<file path="src/sv/fqlt_pkg.sv">
package fqlt_pkg;

   localparam int NUM_LATCHES    = 64;
   localparam int NUM_REQUESTERS = 32;

   localparam int LATCH_W  = 6;
   localparam int REQ_W    = 5;
   localparam int LATCH_AW = $clog2(NUM_LATCHES);
   localparam int REQ_AW   = $clog2(NUM_REQUESTERS);

   localparam logic CMD_ACQUIRE = 1'b0;
   localparam logic CMD_RELEASE = 1'b1;

   typedef enum logic [2:0] {
      STATUS_GRANTED  = 3'd0,
      STATUS_QUEUED   = 3'd1,
      STATUS_REJECTED = 3'd2,
      STATUS_FREED    = 3'd3,
      STATUS_HANDED   = 3'd4
   } status_type;

   typedef struct packed {
      logic               cmd;
      logic [LATCH_W-1:0] latch_id;
      logic [REQ_W-1:0]   requester_id;
      logic               also_release;
      logic [LATCH_W-1:0] release_latch_id;
   } req_type;

   typedef struct packed {
      logic [LATCH_W-1:0] latch_out;
      status_type         status;
      logic               wake_valid;
      logic [REQ_W-1:0]   wake_id;
      logic               last;
   } rsp_type;

endpackage

</file>
<file path="src/sv/fqlt_ram.sv">
module fqlt_ram #(
   parameter int DEPTH = 2,
   parameter int WIDTH = 1
) (
   input  logic                     clock,
   input  logic                     wr_en,
   input  logic [$clog2(DEPTH)-1:0] wr_addr,
   input  logic [WIDTH-1:0]         wr_data,
   input  logic [$clog2(DEPTH)-1:0] rd_addr,
   output logic [WIDTH-1:0]         rd_data
);

   logic [WIDTH-1:0] mem [DEPTH];

   always_ff @(posedge clock) begin
      if (wr_en) begin
         mem[wr_addr] <= wr_data;
      end
   end

   always_ff @(posedge clock) begin
      rd_data <= mem[rd_addr];
   end

endmodule

</file>
<file path="src/sv/fifo_queued_latch_table.sv">
// Table of FIFO-queued latches with hand-over to the oldest waiter. Each request
// transaction is one latch operation, or an acquire followed by a release of a second
// latch (two response transactions, the second flagged last, unless the acquire is
// rejected). The block takes one request at a time: req_stall is high from acceptance
// until the final response is loaded into the output register, which may be held by
// rsp_stall. Each operation runs through the shared latch-operation sequencer: a
// registered read of the head/tail pointer memories, then a dependent registered read
// of the waiter link memory, then the update.
// No clearing pass is needed after reset.
module fifo_queued_latch_table (
   input  logic              clock,
   input  logic              reset,
   input  logic              req_valid,
   output logic              req_stall,
   input  fqlt_pkg::req_type req_payload,
   output logic              rsp_valid,
   input  logic              rsp_stall,
   output fqlt_pkg::rsp_type rsp_payload
);

   typedef enum logic [1:0] {
      S_IDLE,
      S_LOOK,
      S_LINK,
      S_APPLY
   } state_type;

   state_type                          state_ff, state_in;
   logic [fqlt_pkg::LATCH_AW-1:0]      lat_ff, lat_in;
   logic [fqlt_pkg::LATCH_AW-1:0]      rel_lat_ff, rel_lat_in;
   logic                               kind_ff, kind_in;
   logic [fqlt_pkg::REQ_AW-1:0]        rqr_ff, rqr_in;
   logic                               also_ff, also_in;
   logic [fqlt_pkg::NUM_LATCHES-1:0]   busy_ff, busy_in;
   logic [fqlt_pkg::NUM_LATCHES-1:0]   nonempty_ff, nonempty_in;
   logic [fqlt_pkg::NUM_REQUESTERS-1:0] waiting_ff, waiting_in;
   logic                               rsp_valid_ff, rsp_valid_in;
   fqlt_pkg::rsp_type                  rsp_ff, rsp_in;

   logic                               head_we, tail_we, link_we;
   logic [fqlt_pkg::REQ_AW-1:0]        head_wdata, tail_wdata, link_wdata;
   logic [fqlt_pkg::REQ_AW-1:0]        link_waddr;
   logic [fqlt_pkg::REQ_AW-1:0]        head_q, tail_q, link_q;

   logic                               accept, out_free;

   fqlt_ram #(.DEPTH(fqlt_pkg::NUM_LATCHES), .WIDTH(fqlt_pkg::REQ_AW)) u_head (
      .clock   (clock),
      .wr_en   (head_we),
      .wr_addr (lat_ff),
      .wr_data (head_wdata),
      .rd_addr (lat_ff),
      .rd_data (head_q)
   );

   fqlt_ram #(.DEPTH(fqlt_pkg::NUM_LATCHES), .WIDTH(fqlt_pkg::REQ_AW)) u_tail (
      .clock   (clock),
      .wr_en   (tail_we),
      .wr_addr (lat_ff),
      .wr_data (tail_wdata),
      .rd_addr (lat_ff),
      .rd_data (tail_q)
   );

   fqlt_ram #(.DEPTH(fqlt_pkg::NUM_REQUESTERS), .WIDTH(fqlt_pkg::REQ_AW)) u_link (
      .clock   (clock),
      .wr_en   (link_we),
      .wr_addr (link_waddr),
      .wr_data (link_wdata),
      .rd_addr (head_q),
      .rd_data (link_q)
   );

   assign req_stall   = (state_ff != S_IDLE);
   assign accept      = req_valid && !req_stall;
   assign out_free    = !rsp_valid_ff || !rsp_stall;
   assign rsp_valid   = rsp_valid_ff;
   assign rsp_payload = rsp_ff;

   always_comb begin
      state_in     = state_ff;
      lat_in       = lat_ff;
      rel_lat_in   = rel_lat_ff;
      kind_in      = kind_ff;
      rqr_in       = rqr_ff;
      also_in      = also_ff;
      busy_in      = busy_ff;
      nonempty_in  = nonempty_ff;
      waiting_in   = waiting_ff;
      rsp_valid_in = rsp_valid_ff && rsp_stall;
      rsp_in       = rsp_ff;
      head_we      = 1'b0;
      tail_we      = 1'b0;
      link_we      = 1'b0;
      head_wdata   = rqr_ff;
      tail_wdata   = rqr_ff;
      link_wdata   = rqr_ff;
      link_waddr   = tail_q;

      case (state_ff)
         S_IDLE: begin
            if (accept) begin
               lat_in     = req_payload.latch_id[fqlt_pkg::LATCH_AW-1:0];
               rel_lat_in = req_payload.release_latch_id[fqlt_pkg::LATCH_AW-1:0];
               kind_in    = req_payload.cmd;
               rqr_in     = req_payload.requester_id[fqlt_pkg::REQ_AW-1:0];
               also_in    = req_payload.also_release;
               state_in   = S_LOOK;
            end
         end
         S_LOOK: begin
            state_in = S_LINK;
         end
         S_LINK: begin
            state_in = S_APPLY;
         end
         S_APPLY: begin
            if (out_free) begin
               rsp_valid_in      = 1'b1;
               rsp_in.latch_out  = fqlt_pkg::LATCH_W'(lat_ff);
               rsp_in.wake_valid = 1'b0;
               rsp_in.wake_id    = '0;
               rsp_in.last       = 1'b1;
               state_in          = S_IDLE;
               if (kind_ff == fqlt_pkg::CMD_RELEASE) begin
                  if (nonempty_ff[lat_ff]) begin
                     waiting_in[head_q] = 1'b0;
                     if (head_q == tail_q) begin
                        nonempty_in[lat_ff] = 1'b0;
                     end else begin
                        head_we    = 1'b1;
                        head_wdata = link_q;
                     end
                     busy_in[lat_ff]   = 1'b1;
                     rsp_in.status     = fqlt_pkg::STATUS_HANDED;
                     rsp_in.wake_valid = 1'b1;
                     rsp_in.wake_id    = fqlt_pkg::REQ_W'(head_q);
                  end else begin
                     busy_in[lat_ff] = 1'b0;
                     rsp_in.status   = fqlt_pkg::STATUS_FREED;
                  end
               end else if (waiting_ff[rqr_ff]) begin
                  rsp_in.status = fqlt_pkg::STATUS_REJECTED;
               end else begin
                  if (busy_ff[lat_ff]) begin
                     waiting_in[rqr_ff] = 1'b1;
                     tail_we            = 1'b1;
                     if (nonempty_ff[lat_ff]) begin
                        link_we = 1'b1;
                     end else begin
                        head_we             = 1'b1;
                        nonempty_in[lat_ff] = 1'b1;
                     end
                     rsp_in.status = fqlt_pkg::STATUS_QUEUED;
                  end else begin
                     busy_in[lat_ff] = 1'b1;
                     rsp_in.status   = fqlt_pkg::STATUS_GRANTED;
                  end
                  if (also_ff) begin
                     rsp_in.last = 1'b0;
                     lat_in      = rel_lat_ff;
                     kind_in     = fqlt_pkg::CMD_RELEASE;
                     state_in    = S_LOOK;
                  end
               end
            end
         end
         default: begin
            state_in = S_IDLE;
         end
      endcase
   end

   always_ff @(posedge clock) begin
      if (reset) begin
         state_ff     <= S_IDLE;
         busy_ff      <= '0;
         nonempty_ff  <= '0;
         waiting_ff   <= '0;
         rsp_valid_ff <= 1'b0;
      end else begin
         state_ff     <= state_in;
         busy_ff      <= busy_in;
         nonempty_ff  <= nonempty_in;
         waiting_ff   <= waiting_in;
         rsp_valid_ff <= rsp_valid_in;
      end
      lat_ff     <= lat_in;
      rel_lat_ff <= rel_lat_in;
      kind_ff    <= kind_in;
      rqr_ff     <= rqr_in;
      also_ff    <= also_in;
      rsp_ff     <= rsp_in;
   end

   a_queue_implies_busy: assert property (@(posedge clock) disable iff (reset)
      (nonempty_ff & ~busy_ff) == '0)
      else $error("latch has waiters but is not busy");

   a_head_is_waiting: assert property (@(posedge clock) disable iff (reset)
      (state_ff == S_APPLY && kind_ff == fqlt_pkg::CMD_RELEASE && nonempty_ff[lat_ff])
      |-> waiting_ff[head_q])
      else $error("queue head is not marked waiting");

   a_wake_matches_status: assert property (@(posedge clock) disable iff (reset)
      rsp_valid_ff |-> (rsp_ff.wake_valid == (rsp_ff.status == fqlt_pkg::STATUS_HANDED)))
      else $error("wake flag disagrees with status");

   a_first_of_pair: assert property (@(posedge clock) disable iff (reset)
      (rsp_valid_ff && !rsp_ff.last) |->
      (rsp_ff.status == fqlt_pkg::STATUS_GRANTED || rsp_ff.status == fqlt_pkg::STATUS_QUEUED))
      else $error("non-final response is not an acquire result");

endmodule
</file>
<file path="config.mk">
export PLATFORM = sky130hd
export DESIGN_NAME = fifo_queued_latch_table
export DESIGN_NICKNAME = d
export VERILOG_FILES = /design/src/sv/fqlt_pkg.sv /design/src/sv/fqlt_ram.sv /design/src/sv/fifo_queued_latch_table.sv
export SDC_FILE = /design/constraint.sdc
export NUM_CORES = 1
export LEC_CHECK = 0
export BUFFER_PORTS_ARGS = -buffer_cell sky130_fd_sc_hd__buf_2
export CAP_MARGIN = 5
export CORE_UTILIZATION = 45
export DETAILED_ROUTE_END_ITERATION = 8
export GPL_ROUTABILITY_DRIVEN = 0
export SLEW_MARGIN = 20
export SYNTH_ARGS = -nofsm -noshare
export SYNTH_HDL_FRONTEND = slang
export SYNTH_HIERARCHICAL = 1
export SYNTH_SLANG_ARGS = --single-unit
export TNS_END_PERCENT = 30
</file>
<file path="constraint.sdc">
create_clock -name clock -period 4.6 [get_ports clock]
set_input_delay 0.23 -clock clock [delete_from_list [all_inputs] [get_ports clock]]
set_output_delay 0.23 -clock clock [all_outputs]
set_load 0.05 [all_outputs]
</file>
Yosys cells after proc, flatten, opt, wreduce, memory -nomap -nowiden
Memory sizes are Yosys's and may differ from the RTL's. A register that Yosys moved wholly into a read port is not among the register bits. Cells that the tools add are included.

Register bits: 198. Memory bits (writable): 800. Memories: 3. Word-level logic and storage cells: 151.

Memory list: u_head.mem (depth 64, bits a word 5, rd ports 1, clocked after Yosys merged registers in 1, write ports 1, line fqlt_ram.sv:13) `logic [WIDTH-1:0] mem [DEPTH];`; u_tail.mem (depth 64, bits a word 5, rd ports 1, clocked after Yosys merged registers in 1, write ports 1, line fqlt_ram.sv:13); u_link.mem (depth 32, bits a word 5, rd ports 1, clocked after Yosys merged registers in 1, write ports 1, line fqlt_ram.sv:13).

Bitwise gates (word level): 8. Equality and inequality tests: 14. $lt $le $gt $ge: 6. Multiplexer cells: 82. Reduce and logical (&&, ||, !) cells: 23.

Operators with widths (number): 64-bit two-way mux (10); 64-bit AND (2); 32-bit two-way mux (4); 64-bit bitwise OR (2); 64-bit NOT (1); 1-bit two-way mux (43); 6-bit two-way mux (6); 32-bit AND (1); 32-bit NOT (1); 32-bit bitwise OR (1); 5-bit two-way mux (5); 2-bit inequality test (second input constant) (8); 1-bit binary-select mux with 6-bit select (2); 5-bit by 6-bit less-than comparator with 1-bit output (second input constant) (2); 6-bit case mux with 2 select lines (1); 1-bit demux with 5-bit select (2); 5-bit by 1-bit >= comparator with 1-bit output (second input constant) (2); 2-bit case mux with 4 select lines (1); 2-bit AND reduction (4); 6-bit by 7-bit less-than comparator with 1-bit output (second input constant) (1); 7-bit AND reduction (1); 1-bit demux with 6-bit select (1); 6-bit by 1-bit >= comparator with 1-bit output (second input constant) (1); 2-bit two-way mux (3); other kinds (17) (28).

Longest topological paths before layout
Word-level depth: 10. Depth in mapped cells: 17.

Hierarchy
The synthesis kept the hierarchy.

By module, submodules not included: fqlt_ram at u_head (area each 12886.1 µm², instances 1, cells an instance 642); fqlt_ram at u_tail (area each 12768.5 µm², instances 1, cells an instance 610); fifo_queued_latch_table (area each 10647.7 µm², instances 1, cells an instance 1202); fqlt_ram at u_link (area each 6344.8 µm², instances 1, cells an instance 277).

Worst setup path before layout
Ideal clock, no wire load.

Path kind: register to register. Start: reg rqr_ff, in the netlist link_wdata[1]. End: mem u_head/mem[27][0] (netlist name), enable pin. Cell stages (with the launch flop): 17. Required time: 4260 ps. Setup slack: -320 ps. Data arrival time: 4580 ps. Clock period less this slack: 4920 ps. Path through: edfxtp_1 clkbuf_1 buf_2 mux2i_1 o22ai_1 nor4_1 mux2_2 nor3b_1 buf_2 nand2_1 inv_1 a21o_1 clkbuf_1 inv_1 or2_2 clkbuf_1 nor2_1.

Longest elaborated chain between the ends: 8.

Ends and longest elaborated chain: start: declaration (line fifo_queued_latch_table.sv:32) `logic [fqlt_pkg::REQ_AW-1:0] rqr_ff, rqr_in;`; start signal: assignment (line fifo_queued_latch_table.sv:191) `rqr_ff <= rqr_in;`; 1-bit binary-select mux with 5-bit select (line fifo_queued_latch_table.sv:142) `end else if (waiting_ff[rqr_ff]) begin`; 1-bit two-way mux (not written as such) (line fifo_queued_latch_table.sv:142); 1-bit two-way mux (line fifo_queued_latch_table.sv:142); 1-bit two-way mux (line fifo_queued_latch_table.sv:125) `if (kind_ff == fqlt_pkg::CMD_RELEASE) begin`; 1-bit two-way mux (line fifo_queued_latch_table.sv:118) `if (out_free) begin`; 1-bit two-way mux (line fifo_queued_latch_table.sv:100) `case (state_ff)`; via head_we (line fifo_queued_latch_table.sv:40) `logic head_we, tail_we, link_we;`; 1-bit two-way mux (line fqlt_ram.sv:16) `if (wr_en) begin`; 1-bit two-way mux (not written as such) (line fqlt_ram.sv:17) `mem[wr_addr] <= wr_data;`; end: declaration (line fqlt_ram.sv:13).

The timed path passes the listed nets, and every way through them passes these cells. The select of a mux whose other input is x is not followed.

Final worst setup path
Start: reg rqr_ff, in the netlist link_wdata[2]. End: mem u_head/mem[12][3] (netlist name), enable pin.

The elaborated chain is that of the path after synthesis.

==> metrics.txt <==
core outline area=about 94000 µm²; Post-Syn Area=around 43000 µm²; sequential share of power=0.399; number of DRC violations after detailed routing=0; Worst Slack Setup Final=387 ps; critical register-to-register path endpoint=u_head/mem[12][3]; period utilization=0.916; first-pass GRT wire length=~160 mm; Post-synth ARST share=0; buffer cell driving the clock tree root=sky130_fd_sc_hd__clkbuf_16; outcome=finished, final reports clean; launching point of the worst reg2reg path=link_wdata[2]; Fin Hold WS=~100 ps; Routed WL=107 mm; clock tree sinks=roughly 1000; switching power total=about 0.009 W; number of cells traversed by the worst register-to-register path=11; kind of capture point of the worst setup path=flip-flop; cell count after placement=3922; via count of the first global-routing pass=around 26000; number of enable flip-flop cells after synthesis=between 800 and 900; cells resized by post-CTS repair=0; horizontal die dimension=310 µm; max cap viols=0; Die Y-Extent=310 µm; Simple-Gate Fraction of Synth Area=0.0865; CTS Buffer Depth=3; ratio of cells with drive above 1 in the final layout=0.209; skew final=between 20 and 25 ps; clock insertion delay at the later pin of the skew report=just under 700 ps; vias per std cell=6.20; largest net degree at the start of global routing=roughly 130; total die area=around 96000 µm²; Syn Area/Cell=roughly 16 µm²; post-synthesis instance total=about 2700; Yosys reg bits=1012; worst endpoint required time=just under 5000 ps; xor/xnor share of the synthesized area=0.00103; Worst EP arrival=roughly 4500 ps; postcts setup bufs=0; TritonCTS Buffers=102; internal power=between 0.015 and 0.02 W; part of the power in the clock network=0.316; setup slack at placement=~420 ps; Routed wire per std cell=around 26 µm; post-route ant nets=0; vias=~26000; Max Fclk=~240 MHz; share of total power consumed by net switching=0.324; clock tree from TritonCTS=yes; number of I/O port buffers=40; number of different library cells in the post-synthesis netlist=83; hold violation total from the final report=0; critical hold path startpoint=req_valid; power per cell area=approximately 560 nW/µm²; Yosys warning count=6; area fraction in compound gates after synthesis=0.0800; estimated wirelength of the detail-placed design=65.8 mm; number of setup violations in the final report=0; Antenna Diode Count=0; Gate power share=0.285; effective utilization at floorplan=0.456; number of cells in the finished layout apart from fillers=4134; total track usage=0.223; final slew viol count=0; total number of H-tree levels=3; most common flop cell mapped by yosys=sky130_fd_sc_hd__edfxtp_1; main combinational cell family by area after synthesis=multiplexers; I/O Pins=roughly 40; setup slack of the most critical reg-to-reg path=slightly below 400 ps; share of synthesized area spent on multiplexers=0.134; terminating pin of the worst hold path=state_ff[1]; final-layout fill cell count=roughly 7700; number of hold-repair buffers added at the cts stage=21; Std-Cell Rows=112; Area growth, synth to finish=12.6%; unrepaired setup endpoints after global routing=false; worst vdd rail ir drop=~0.00047 V; number of optimization iterations in the first detailed-route pass=6; final cell utilization of the core=0.513; violation count after the first detailed-route iteration=approximately 2900; grt ovf=0; transition time at the pin with the least slew margin=1070 ps; Net Count, Synth=roughly 2800; Pwr Total=0.0270 W; crit path kind=reg -> reg; top fanout value on the critical path=19; number of stages on the worst hold path=4; number of antenna violations at the first check in global routing=2; net count reported at finish=around 2800; clock input transition at the sequential cells of the worst setup and hold paths=60 ps; leakage power figure=14.9 nW; post-synthesis sequential area ratio=0.671; startpoint kind of the worst setup timing path=flip-flop; worst slew margin relative to its limit=0.286; class of the most critical hold timing path=in -> reg; Synth Area in Adders=0.000880; post-route minimum period=~4200 ps
## worst max-delay path by stage
| stage | depth (start not counted) | slack [ps] | endpoint | startpoint |
|---|---|---|---|---|
| finish | 11 | 390 | u_head/mem[12][3] | link_wdata[2] |
| CTS | 11 | 430 | u_head/mem[4][0] | link_wdata[2] |
| global placement | 11 | 510 | u_head/mem[52][4] | link_wdata[2] |
| detailed placement | 11 | 420 | u_head/mem[12][3] | link_wdata[2] |
| global route | 11 | 170 | u_head/mem[4][0] | link_wdata[2] |
| floorplan | 16 | -7 | u_head/mem[27][0] | link_wdata[1] |
## worst max-delay path, stage by stage, from the launching register on
cell                       delay [ps]
sky130_fd_sc_hd__edfxtp_1         770
sky130_fd_sc_hd__or3_1            280
sky130_fd_sc_hd__o22ai_1          130
sky130_fd_sc_hd__nor4_1           280
sky130_fd_sc_hd__mux2_2           380
sky130_fd_sc_hd__nor3b_2          250
sky130_fd_sc_hd__nand2_1          120
sky130_fd_sc_hd__inv_2            200
sky130_fd_sc_hd__a21o_1           250
sky130_fd_sc_hd__buf_4            180
sky130_fd_sc_hd__nand3_1          430
sky130_fd_sc_hd__nor2_1           570
## power groups by stage
stage	combinational, W	clock, W	sequential (W)
global placement	0.00756	0	0.0110
global route	0.00817	0.00905	0.0108
detailed placement	0.00764	0	0.0110
finish	0.00770	0.00853	0.0108
floorplan	0.00533	0	0.0110
CTS	0.00768	0.00870	0.0108
## per-stage QoR
| stage | setup TNS, ps | area, µm² |
|---|---|---|
| after global routing | 0 | 48000 |
| final | 0 | 48000 |
| after detailed placement | 0 | 44300 |
| after floorplan | -186 | 42800 |
| after CTS | 0 | 48000 |
| after global placement | 0 | 44300 |
## Yosys cell counts (25+ instances only)
| cell type | n | share of area |
|---|---|---|
| sky130_fd_sc_hd__nand3_1 | 57 | 0.0067 |
| sky130_fd_sc_hd__edfxtp_1 | 834 | 0.59 |
| sky130_fd_sc_hd__o22ai_1 | 39 | 0.0057 |
| sky130_fd_sc_hd__nor2b_1 | 33 | 0.0048 |
| sky130_fd_sc_hd__nand4_1 | 67 | 0.0098 |
| sky130_fd_sc_hd__a21oi_1 | 93 | 0.011 |
| sky130_fd_sc_hd__mux4_2 | 187 | 0.099 |
| sky130_fd_sc_hd__clkbuf_1 | 117 | 0.010 |
| sky130_fd_sc_hd__o221a_1 | 64 | 0.017 |
| sky130_fd_sc_hd__dfxtp_1 | 178 | 0.084 |
| sky130_fd_sc_hd__nor2_1 | 392 | 0.035 |
| sky130_fd_sc_hd__mux2i_1 | 33 | 0.0077 |
| sky130_fd_sc_hd__buf_2 | 36 | 0.0042 |
| sky130_fd_sc_hd__mux2_2 | 30 | 0.0079 |
| sky130_fd_sc_hd__mux4_1 | 25 | 0.015 |
| sky130_fd_sc_hd__nand2_1 | 74 | 0.0065 |
| sky130_fd_sc_hd__o41ai_1 | 70 | 0.014 |
## cells in the final DEF, fill, tap and decap left out, drive strengths merged, types with 11 or more instances in the layout
| cell | instances |
|---|---|
| o221a | 64 |
| a41oi | 11 |
| nor4 | 15 |
| inv | 15 |
| or2 | 11 |
| buf | 147 |
| a21oi | 93 |
| dfxtp | 178 |
| edfxtp | 834 |
| clkinv | 36 |
| or3b | 14 |
| mux4 | 212 |
| o41ai | 71 |
| nand4 | 67 |
| clkbuf | 135 |
| o21ai | 18 |
| nand3b | 19 |
| nor2b | 34 |
| and2 | 11 |
| nor3 | 21 |
| o221ai | 17 |
| nand2b | 14 |
| a31oi | 18 |
| bufinv | 12 |
| mux2i | 33 |
| a211oi | 20 |
| nand2 | 74 |
| o22ai | 39 |
| a22oi | 15 |
| or3 | 13 |
| nand3 | 64 |
| a221oi | 24 |
| dlygate4sd3 | 21 |
| nor2 | 393 |
| mux2 | 44 |
## layer usage
layer	vias up	global-route usage	routed length, µm
met4	0	0.0684	2870
met2	1119	0.357	50900
li1	11100	-	-
met3	219	0.0350	7540
met1	13200	0.314	45300
met5	-	0	0
## cell families (layout without fill, tap and decap cells)
| group | Yosys count | in the layout |
|---|---|---|
| compound gates | 435 | 435 |
| simple gates | 764 | 764 |
| buf+inv | 223 | 372 |
| fa+ha+maj | 3 | 3 |
| flops | 1012 | 1012 |
| mux | 289 | 289 |
| xor+xnor | 5 | 5 |
## cell type report
class	count	area, µm²	area share
clock buffers	135	2870	0.0597
clock inverters	56	622	0.0129
inverters	13	48.8	0.00102
multi-input cells	1496	13000	0.271
flip-flops and latches	1012	28600	0.596
well taps	1254	1570	0.0327
repair buffers	168	1290	0.0269
(Power assumes the default switching activity.)
